File: src/hw/rtl/uls_pkg.sv
package uls_pkg;

	localparam int COLUMN_BITS_DEF = 16;
	localparam int LINE_BITS_DEF   = 32;

	// Fixed widths of the result fields.
	localparam int CP_W     = 31;
	localparam int LINE_W   = 32;
	localparam int COLUMN_W = 16;

	// Result queue.
	localparam int FIFO_DEPTH = 8;
	localparam int FIFO_PTR_W = $clog2(FIFO_DEPTH);
	localparam int FIFO_CNT_W = $clog2(FIFO_DEPTH + 1);

	localparam logic [7:0] ASCII_LIMIT = 8'h80;
	localparam logic [7:0] CHAR_CR     = 8'h0D;
	localparam logic [7:0] CHAR_LF     = 8'h0A;

	typedef enum logic [1:0] {
		KIND_CHAR     = 2'd0,
		KIND_LINE_END = 2'd1,
		KIND_END      = 2'd2,
		KIND_INVALID  = 2'd3
	} kind_t;

	typedef struct packed {
		logic [7:0] data_byte;
		logic       end_of_input;
	} in_item_t;

	typedef struct packed {
		kind_t                kind;
		logic [CP_W-1:0]      code_point;
		logic [LINE_W-1:0]    line_number;
		logic [COLUMN_W-1:0]  column;
		logic                 last;
	} out_item_t;

	// Results produced by one input stage cycle: 0, 1 or 2 entries.
	typedef struct packed {
		logic [1:0] count;
		out_item_t  item0;
		out_item_t  item1;
	} push_t;

	typedef struct packed {
		logic [FIFO_CNT_W-1:0] free;
	} fifo_stat_t;

endpackage

File: src/hw/rtl/uls_stream_if.sv
interface uls_stream_if #(
	parameter type payload_t = logic
) ();
	logic     valid;
	logic     ready;
	payload_t payload;

	modport source (output valid, output payload, input ready);
	modport sink (input valid, input payload, output ready);
endinterface

File: src/hw/rtl/uls_decode.sv
module uls_decode import uls_pkg::*; #(
	parameter int COLUMN_BITS = COLUMN_BITS_DEF,
	parameter int LINE_BITS   = LINE_BITS_DEF
) (
	input  logic         clk,
	input  logic         arst_n,
	uls_stream_if.sink   text,
	input  fifo_stat_t   stat,
	output push_t        push
);

	logic                   valid_s1;
	in_item_t               item_s1;

	logic [CP_W-1:0]        acc_q, acc_d;
	logic [2:0]             rem_q, rem_d;
	logic                   inv_q, inv_d;
	logic [LINE_BITS-1:0]   line_q, line_d;
	logic [COLUMN_BITS-1:0] chars_q, chars_d;

	logic [7:0]             b;
	logic [CP_W-1:0]        acc_shift;
	logic [CP_W-1:0]        fin_cp;
	logic                   fin_en;
	logic [LINE_BITS-1:0]   line_inc;

	function automatic out_item_t make_item(kind_t k, logic [CP_W-1:0] cp,
		logic [LINE_BITS-1:0] ln, logic [COLUMN_BITS-1:0] col, logic lst);
		out_item_t r;
		r.kind        = k;
		r.code_point  = cp;
		r.line_number = LINE_W'(ln);
		r.column      = COLUMN_W'(col);
		r.last        = lst;
		return r;
	endfunction

	// Room for what the input stage may push now plus what a new request may push next.
	assign text.ready = valid_s1 ? (stat.free >= FIFO_CNT_W'(4))
	                             : (stat.free >= FIFO_CNT_W'(2));

	always_ff @(posedge clk or negedge arst_n) begin
		if (!arst_n) begin
			valid_s1 <= 1'b0;
		end else begin
			valid_s1 <= text.valid && text.ready;
		end
	end

	always_ff @(posedge clk) begin
		if (text.valid && text.ready) begin
			item_s1 <= text.payload;
		end
	end

	assign b         = item_s1.data_byte;
	assign acc_shift = {acc_q[CP_W-7:0], b[5:0]};
	assign line_inc  = line_q + LINE_BITS'(1);

	always_comb begin
		acc_d      = acc_q;
		rem_d      = rem_q;
		inv_d      = inv_q;
		line_d     = line_q;
		chars_d    = chars_q;
		fin_cp     = '0;
		fin_en     = 1'b0;
		push.count = 2'd0;
		push.item0 = make_item(KIND_END, '0, line_q, '0, 1'b1);
		push.item1 = make_item(KIND_END, '0, line_inc, '0, 1'b1);

		if (valid_s1) begin
			if (item_s1.end_of_input) begin
				acc_d = '0;
				rem_d = '0;
				inv_d = 1'b0;
				if (chars_q != '0) begin
					push.count = 2'd2;
					push.item0 = make_item(KIND_LINE_END, '0, line_q, chars_q, 1'b0);
					line_d     = line_inc;
					chars_d    = '0;
				end else begin
					push.count = 2'd1;
				end
			end else if (rem_q != 3'd0) begin
				acc_d = acc_shift;
				rem_d = rem_q - 3'd1;
				if (rem_q == 3'd1) begin
					if (inv_q) begin
						inv_d      = 1'b0;
						push.count = 2'd1;
						push.item0 = make_item(KIND_INVALID, '0, line_q, chars_q, 1'b1);
						line_d     = line_inc;
						chars_d    = '0;
					end else begin
						fin_en = 1'b1;
						fin_cp = acc_shift;
					end
				end
			end else if (b < ASCII_LIMIT) begin
				fin_en = 1'b1;
				fin_cp = CP_W'(b);
			end else begin
				inv_d = 1'b0;
				case (b) inside
					8'b110?????: begin
						acc_d = CP_W'(b[4:0]);
						rem_d = 3'd1;
					end
					8'b1110????: begin
						acc_d = CP_W'(b[3:0]);
						rem_d = 3'd2;
					end
					8'b11110???: begin
						acc_d = CP_W'(b[2:0]);
						rem_d = 3'd3;
					end
					8'b111110??: begin
						acc_d = CP_W'(b[1:0]);
						rem_d = 3'd4;
					end
					8'b1111110?: begin
						acc_d = CP_W'(b[0]);
						rem_d = 3'd5;
					end
					default: begin
						// stray continuation byte or 0xFE/0xFF
						acc_d = '0;
						rem_d = 3'd5;
						inv_d = 1'b1;
					end
				endcase
			end

			if (fin_en) begin
				if (fin_cp == CP_W'(CHAR_CR)) begin
					push.count = 2'd0;
				end else if (fin_cp == CP_W'(CHAR_LF)) begin
					push.count = 2'd1;
					push.item0 = make_item(KIND_LINE_END, '0, line_q, chars_q, 1'b1);
					line_d     = line_inc;
					chars_d    = '0;
				end else begin
					if (chars_q != '1) begin
						chars_d = chars_q + COLUMN_BITS'(1);
					end
					push.count = 2'd1;
					push.item0 = make_item(KIND_CHAR, fin_cp, line_q, chars_d, 1'b1);
				end
			end
		end
	end

	always_ff @(posedge clk or negedge arst_n) begin
		if (!arst_n) begin
			acc_q   <= '0;
			rem_q   <= '0;
			inv_q   <= 1'b0;
			line_q  <= LINE_BITS'(1);
			chars_q <= '0;
		end else begin
			acc_q   <= acc_d;
			rem_q   <= rem_d;
			inv_q   <= inv_d;
			line_q  <= line_d;
			chars_q <= chars_d;
		end
	end

	chk_no_overrun: assert property (@(posedge clk) disable iff (!arst_n)
		valid_s1 |-> (FIFO_CNT_W'(push.count) <= stat.free))
		else $error("result pushed without room in queue");

	chk_rem_range: assert property (@(posedge clk) disable iff (!arst_n)
		rem_q <= 3'd5)
		else $error("continuation count out of range");

	chk_inv_needs_rem: assert property (@(posedge clk) disable iff (!arst_n)
		inv_q |-> (rem_q != 3'd0))
		else $error("invalid sequence flag set with no bytes pending");

endmodule

File: src/hw/rtl/uls_result_fifo.sv
module uls_result_fifo import uls_pkg::*; (
	input  logic         clk,
	input  logic         arst_n,
	input  push_t        push,
	output fifo_stat_t   stat,
	uls_stream_if.source result
);

	out_item_t             mem_q [FIFO_DEPTH];
	logic [FIFO_PTR_W-1:0] wr_ptr_q;
	logic [FIFO_PTR_W-1:0] rd_ptr_q;
	logic [FIFO_CNT_W-1:0] count_q;
	logic [FIFO_PTR_W-1:0] wr_ptr_nxt;
	logic                  pop;

	assign wr_ptr_nxt     = wr_ptr_q + FIFO_PTR_W'(1);
	assign pop            = result.valid && result.ready;
	assign result.valid   = (count_q != '0);
	assign result.payload = mem_q[rd_ptr_q];
	assign stat.free      = FIFO_CNT_W'(FIFO_DEPTH) - count_q;

	always_ff @(posedge clk) begin
		if (push.count != 2'd0) begin
			mem_q[wr_ptr_q] <= push.item0;
		end
		if (push.count == 2'd2) begin
			mem_q[wr_ptr_nxt] <= push.item1;
		end
	end

	always_ff @(posedge clk or negedge arst_n) begin
		if (!arst_n) begin
			wr_ptr_q <= '0;
			rd_ptr_q <= '0;
			count_q  <= '0;
		end else begin
			wr_ptr_q <= wr_ptr_q + FIFO_PTR_W'(push.count);
			if (pop) begin
				rd_ptr_q <= rd_ptr_q + FIFO_PTR_W'(1);
			end
			count_q <= count_q + FIFO_CNT_W'(push.count) - FIFO_CNT_W'(pop);
		end
	end

	chk_count_max: assert property (@(posedge clk) disable iff (!arst_n)
		count_q <= FIFO_CNT_W'(FIFO_DEPTH))
		else $error("result queue count above depth");

	chk_push_count: assert property (@(posedge clk) disable iff (!arst_n)
		push.count != 2'd3)
		else $error("more than two results in one cycle");

	chk_pair_last: assert property (@(posedge clk) disable iff (!arst_n)
		(push.count == 2'd2) |-> (!push.item0.last && push.item1.last))
		else $error("last flag misplaced in result pair");

endmodule

File: src/hw/rtl/utf8_line_scanner_core.sv
// UTF-8 line scanner: takes one byte request per cycle while text.ready is high (or an end
// flag) and emits code points tagged with line number and saturating column, line-end,
// invalid-sequence and end-of-input markers. A byte is registered on acceptance and decoded
// the next cycle; its result lands in an 8-entry result queue, from which it is offered on
// result. Sustained rate is one byte per clock while the queue has room; an end flag on a
// non-empty line yields two results, drained one per cycle from the queue while result.ready
// is high. text.ready drops only when the queue lacks room for two results beyond those the
// decode stage may still push.
module utf8_line_scanner_core import uls_pkg::*; #(
	parameter int COLUMN_BITS = COLUMN_BITS_DEF,
	parameter int LINE_BITS   = LINE_BITS_DEF
) (
	input  logic         clk,
	input  logic         arst_n,
	uls_stream_if.sink   text,
	uls_stream_if.source result
);

	push_t      push;
	fifo_stat_t stat;

	uls_decode #(
		.COLUMN_BITS(COLUMN_BITS),
		.LINE_BITS  (LINE_BITS)
	) u_decode (
		.clk    (clk),
		.arst_n (arst_n),
		.text   (text),
		.stat   (stat),
		.push   (push)
	);

	uls_result_fifo u_fifo (
		.clk    (clk),
		.arst_n (arst_n),
		.push   (push),
		.stat   (stat),
		.result (result)
	);

endmodule
File: src/flat_wrapper.sv
// flat-port wrapper written by rule: the top's interface ports become plain ports
module utf8_line_scanner_core_flat import uls_pkg::*;
#(
	parameter int COLUMN_BITS = COLUMN_BITS_DEF,
	parameter int LINE_BITS   = LINE_BITS_DEF
)
  (clk, arst_n, text_valid, text_payload, text_ready, result_valid, result_payload, result_ready);
  uls_stream_if text_i ();
  uls_stream_if result_i ();
  input  logic clk;
  input  logic arst_n;
  input wire logic [$bits(text_i.valid)-1:0] text_valid;
  input wire logic [$bits(text_i.payload)-1:0] text_payload;
  output wire logic [$bits(text_i.ready)-1:0] text_ready;
  output wire logic [$bits(result_i.valid)-1:0] result_valid;
  output wire logic [$bits(result_i.payload)-1:0] result_payload;
  input wire logic [$bits(result_i.ready)-1:0] result_ready;
  assign text_i.valid = text_valid;
  assign text_i.payload = text_payload;
  assign text_ready = text_i.ready;
  assign result_valid = result_i.valid;
  assign result_payload = result_i.payload;
  assign result_i.ready = result_ready;
  utf8_line_scanner_core #(.COLUMN_BITS(COLUMN_BITS), .LINE_BITS(LINE_BITS)) u_core (.clk(clk), .arst_n(arst_n), .text(text_i), .result(result_i));
endmodule
File: config.mk
export PLATFORM = sky130hd
export DESIGN_NAME = utf8_line_scanner_core_flat
export DESIGN_NICKNAME = d
export VERILOG_FILES = /design/src/hw/rtl/uls_pkg.sv /design/src/hw/rtl/uls_stream_if.sv /design/src/hw/rtl/uls_decode.sv /design/src/hw/rtl/uls_result_fifo.sv /design/src/hw/rtl/utf8_line_scanner_core.sv /design/src/flat_wrapper.sv
export SDC_FILE = /design/constraint.sdc
export NUM_CORES = 1
export LEC_CHECK = 0
export BUFFER_PORTS_ARGS = -buffer_cell sky130_fd_sc_hd__buf_2
export CAP_MARGIN = 15
export CELL_PAD_IN_SITES_DETAIL_PLACEMENT = 1
export CELL_PAD_IN_SITES_GLOBAL_PLACEMENT = 1
export CORE_ASPECT_RATIO = 1.4
export CORE_MARGIN = 4
export CORE_UTILIZATION = 46
export CTS_CLUSTER_DIAMETER = 80
export CTS_CLUSTER_SIZE = 25
export DETAILED_ROUTE_END_ITERATION = 7
export PLACE_DENSITY = 0.79
export SYNTH_ARGS = -nofsm -noshare
export SYNTH_HDL_FRONTEND = slang
export SYNTH_HIERARCHICAL = 1
export SYNTH_SLANG_ARGS = --single-unit
export TNS_END_PERCENT = 5
File: constraint.sdc
create_clock -name clk -period 2.8 [get_ports clk]
set_clock_uncertainty 0.1 [all_clocks]
set_input_delay 0.42 -clock clk [delete_from_list [all_inputs] [get_ports clk]]
set_output_delay 0.42 -clock clk [all_outputs]
set_load 0.02 [all_outputs]
# Word-level counts from Yosys, hierarchy flattened
# Memory sizes are Yosys's and may differ from the RTL's.
# Cells that the tools add are included.
# word_totals
reg_bits,89
latch_bits,0
mem_bits_rw,656
rom_bits,0
in_bits,5
memories,1
# memory_table
memory,depth,width,rd,rd_ports_with_merged_regs,write_ports,line,source
u_core.u_fifo.mem_q,8,82,1,0,2,uls_result_fifo.sv:9,out_item_t mem_q [FIFO_DEPTH];
# op_classes
addsub,9
n_mul,0
n_div,0
order_cmp,2
n_eq_ne,6
shift,0
muxes,50
n_bitwise,0
reduce_logical,9
# ops
operator,n
32-bit 2-to-1 mux,8
84-bit 2-to-1 mux,3
83-bit 2-to-1 mux,3
82-bit 2-to-1 mux,2
31-bit 2-to-1 mux,5
16-bit 2-to-1 mux,9
81-bit 2-to-1 mux,1
"31-bit by 4-bit == test with 1-bit output, second input constant",2
25-bit 2-to-1 mux,2
"32-bit by 1-bit adder with 32-bit output, second input constant",1
"16-bit by 1-bit adder with 16-bit output, second input constant",1
"16-bit != test, second input constant",1
16-bit nonzero test,1
1-bit 2-to-1 mux,13
"3-bit by 1-bit adder with 3-bit output, second input constant",2
3-bit 2-to-1 mux,2
4-bit by 2-bit adder with 4-bit output,1
"4-bit by 2-bit >= comparator with 1-bit output, second input constant",1
"4-bit by 3-bit >= comparator with 1-bit output, second input constant",1
2-bit 2-to-1 mux,2
2-bit nonzero test,2
4-bit nonzero test,1
4-bit by 1-bit subtractor with 4-bit output,1
"4-bit subtractor, first input constant",1
other kinds (9),10

# Longest topological paths before layout
# logic_depth
depth_word,13
ltp_mapped,17
mapped_depth_nobuf,13

# Hierarchy
# Netlist, hierarchy kept.
# by_module_without_submodules
module,instances,cells_per_inst,area_each_um2
uls_decode,1,487,4241.6
uls_result_fifo,1,95,1151.1

# Worst setup path after synthesis
# OpenSTA, ideal clock, no wires.
# synth_path
kind,reg-to-reg
start,register u_core.u_decode.chars_q[0]
end,register u_core.u_fifo.count_q[3]
setup_ns,0.079
arrival_ns,2.883
t_required_ns,2.621
setup_slack_ns,-0.262
path_stages_with_launch,18
path_buffers,4
period_less_slack_ns,3.062
path_cell_list,dfrtp_1 inv_1 ha_1 nor4b_2 and4_1 or2_1 buf_2 inv_2 buf_6 buf_6 buf_4 inv_1 ha_1 inv_1 ha_1 a21o_1 a21oi_1 xor2_1
# synth_rtl
element,line,source
"start, declared",uls_decode.sv:19,"logic [COLUMN_BITS-1:0] chars_q, chars_d;"
"start signal, assigned",uls_decode.sv:166,chars_q <= chars_d;
"end signal, assigned",uls_result_fifo.sv:41,count_q <= count_q + FIFO_CNT_W'(push.count) - FIFO_CNT_W'(pop);
"end, declared",uls_result_fifo.sv:12,logic [FIFO_CNT_W-1:0] count_q;

# Final worst setup path
# layout_path
start,register u_core.u_decode.chars_q[0]
end,register u_core.u_fifo.count_q[3]
# layout_via
elab_chain_cells,7
# layout_lines
element,line,source
16-bit nonzero test,uls_decode.sv:77,if (chars_q != '0) begin
2-bit 2-to-1 mux,uls_decode.sv:77,
84-bit 2-to-1 mux,uls_decode.sv:73,if (item_s1.end_of_input) begin
84-bit 2-to-1 mux,uls_decode.sv:135,if (fin_en) begin
84-bit 2-to-1 mux,uls_decode.sv:72,if (valid_s1) begin
4-bit by 2-bit adder with 4-bit output,uls_result_fifo.sv:41,
4-bit by 1-bit subtractor with 4-bit output,uls_result_fifo.sv:41,
# Every way passes these cells.
# A chain may end at the register's enable or synchronous reset.

==> impl_metrics.py <==
metrics = {
    "outcome": {
        "status": "finished clean",
    },
    "sta": {
        "worst_pin_slew_ns": 0.704,
        "setup_viol": 0,
        "slew-limit-headroom_pct": 53.1,
        "drv_slew": 0,
        "finalCritPeriodShare_pct": 93.4,
        "fin_setup_tns_ns": 0,
        "fmaxAchievable_ghz": 0.382,
        "period_minus_slack_ns": 2.62,
        "hold_violations": 0,
    },
    "synthesis": {
        "synth_nets": 275,
        "avgSynthCellArea_um2": 10.1,
        "yosys_warnings": 6,
        "synth_area_mm2": 0.00256,
        "postSynthCellCount": 253,
    },
    "setup_path": {
        "cp-start-kind": "flip-flop",
        "worstSetupPathType": "flip-flop to flip-flop",
        "cp-endpoint": "u_core/u_fifo/count_q[3]$_DFF_PN0_",
        "cp_data_required_time_ns": 2.92,
        "critPathArrivalTime_ns": 2.74,
        "reg2reg_to": "u_core/u_fifo/count_q[3]$_DFF_PN0_",
        "r2r-start": "u_core/u_decode/chars_q[0]$_DFFE_PN0P_",
        "cp_max_fo": 8,
        "r2r_setup_slack_ns": 0.18,
        "critPathCaptureType": "flip-flop",
        "crit_start": "u_core/u_decode/chars_q[0]$_DFFE_PN0P_",
        "ff2ff_path_depth": 13,
    },
    "floorplanning": {
        "die_y_um": 96.3,
        "dieArea_mm2": 0.00684,
        "coreArea_mm2": 0.00528,
        "start_util_pct": 48.6,
        "rows": 31,
        "io_pins": 8,
        "die_width_um": 71.1,
    },
    "place": {
        "hpwl_um": 4270,
        "gp_congestion": 0.825,
        "place_area_mm2": 0.00260,
        "port_buffers": 7,
    },
    "clock_network": {
        "clkLatencyLatePin_ns": 0.29,
        "cts.clk_slew.worst_paths_ns": 0.08,
        "cts-root-buf": "clkbuf_8",
        "cts_buffer_depth": 2,
        "cts_tree": "built",
        "ctsHtreeMaxLevel": 2,
        "cts_made_buffers": 5,
        "clock-sinks": 39,
    },
    "power": {
        "worst_ir_drop_vdd_v": 0.000648,
        "p_switching_mw": 1.08,
        "power_mw": 2.65,
        "internal_power_mw": 1.57,
        "pwr-share-comb_pct": 47.3,
        "power_leakage_nw": 1.14,
        "swShare_pct": 40.9,
        "p_seq_share_pct": 34.8,
        "clkPwrFrac_pct": 17.9,
        "power.density_mw_per_mm2": 973,
    },
    "detailed_routing": {
        "vias": 1870,
        "ant_nets": 0,
        "wl_per_cell_um": 17.8,
        "dr.pass1.iters": 4,
        "drc": 0,
        "wl_um": 5690,
        "vias_per_cell": 5.86,
        "drtIter0Drc": 98,
    },
    "layout": {
        "syn_to_final_growth_pct": 6.40,
        "stdcell_area_mm2": 0.00273,
        "drive_above_1_share_pct": 21.3,
        "antenna_cells": 0,
        "fin_nets": 274,
    },
    "global_routing": {
        "grt_max_degree": 31,
        "grt_pass1_wl_um": 9900,
        "grt_pass1_vias": 2009,
        "grt_usage_pct": 18.7,
        "antenna_found_initial": 0,
        "overflow": 0,
    },
    "worst_hold_path": {
        "worstHoldPathType": "input pin to asynchronous set/reset pin",
    },
    "flow_run": {
        "max-cap-violations": 0,
    },
}
sequential cells by signal, summed over array words and instances, names as in the netlist:
name / flops
u_core/u_decode/item_s1: 1
u_core/u_decode/rem_q: 3
u_core/u_fifo/mem_q: 8
u_core/u_fifo/count_q: 4
u_core/u_fifo/rd_ptr_q: 3
u_core/u_fifo/wr_ptr_q: 3
u_core/u_decode/valid_s1: 1
u_core/u_decode/chars_q: 16
stage by stage:
step                hold slack (ns)  setup WS, ns  instances  util (%)
detailed placement            0.365         0.150        310      49.3
floorplan                    0.0244       0.00786        253         -
finish                       0.0724         0.184        319      51.7
CTS                          0.0911         0.135        318      51.5
global placement              0.368         0.241        310      49.3
global route                  0.118     -0.000409        319      51.7
what timing repair did:
| action | CTS | global route |
|---|---|---|
| setup buffers | 0 | 1 |
| gates resized for setup | 0 | 2 |
| hold buffers | 0 | 0 |
| setup endpoints to repair | 0 | 1 |
power by group through the flow:
stage | combinational (mW) | sequential (mW) | clock (mW)
5_1_grt | 1.43 | 0.946 | 0.513
3_3_place_gp | 1.18 | 0.923 | 0
2_1_floorplan | 1.02 | 0.853 | 0
6_report | 1.26 | 0.922 | 0.475
3_5_place_dp | 1.26 | 0.936 | 0
4_1_cts | 1.26 | 0.925 | 0.487
critical path: stages (launching register included):
cell and delay (ns):
dfrtp_2 0.42, inv_1 0.06, ha_1 0.18, nor4b_2 0.16, and4_1 0.15, or2_1 0.24, inv_2 0.12, inv_2 0.06
ha_1 0.29, inv_2 0.05, ha_1 0.28, a21o_1 0.17, a21oi_2 0.13, xor2_1 0.14
area by class of cell:
| class | instances | area [µm²] |
|---|---|---|
| repair buffers | 14 | 87.6 |
| multi-input cells | 170 | 1340 |
| inverters | 22 | 82.6 |
| fillers | 632 | 2550 |
| flip-flops and latches | 39 | 1020 |
| clock buffers | 5 | 68.8 |
| clock inverters | 3 | 43.8 |
| well taps | 66 | 82.6 |
placed cells by master, fill, tap and decap left out, types with 2 or more instances in the layout:
| cell type | instances |
|---|---|
| o22ai_1 | 4 |
| inv_1 | 19 |
| o31ai_1 | 6 |
| dfrtp_1 | 28 |
| and4bb_2 | 2 |
| mux4_2 | 2 |
| a211oi_1 | 3 |
| nor2b_1 | 2 |
| and4_1 | 4 |
| mux2_2 | 8 |
| ha_1 | 15 |
| xor2_1 | 3 |
| fa_1 | 2 |
| o21bai_1 | 2 |
| nand3_1 | 7 |
| dfrtp_2 | 2 |
| o21ai_0 | 10 |
| inv_2 | 3 |
| and3_1 | 8 |
| a311oi_2 | 3 |
| clkbuf_8 | 5 |
| a31oi_1 | 9 |
| buf_4 | 7 |
| edfxtp_1 | 9 |
| a21oi_1 | 9 |
| mux2_1 | 2 |
| nand2_1 | 14 |
| buf_2 | 7 |
| nor4b_2 | 2 |
| xnor2_1 | 5 |
| nand2b_1 | 2 |
| nor3_1 | 2 |
| nor2_1 | 14 |
| nand4_1 | 5 |
| o21a_1 | 4 |
how the worst min path moves through the flow:
stage | slack [ns] | from | cells after the start | endpoint
4_1_cts | 0.09 | arst_n | 1 | u_core/u_decode/chars_q[3]$_DFFE_PN0P_
6_report | 0.07 | arst_n | 1 | u_core/u_decode/chars_q[3]$_DFFE_PN0P_
5_1_grt | 0.12 | arst_n | 1 | u_core/u_decode/chars_q[9]$_DFFE_PN0P_
3_5_place_dp | 0.36 | u_core/u_decode/rem_q[1]$_DFFE_PN0P_ | 2 | u_core/u_decode/rem_q[1]$_DFFE_PN0P_
3_3_place_gp | 0.37 | u_core/u_decode/rem_q[1]$_DFFE_PN0P_ | 2 | u_core/u_decode/rem_q[1]$_DFFE_PN0P_
2_1_floorplan | 0.02 | arst_n | 0 | u_core/u_decode/chars_q[0]$_DFFE_PN0P_
per-layer routing:
metal  up-vias  global-route usage [%]  routed length [µm]
met3         2                    3.45                 103
met5         -                       0                   0
met1       946                    21.8                2410
met2        18                    34.7                3150
li1        904                       -                   -
met4         0                    5.49                  28
Note: power is estimated with default switching activity, not from simulation.
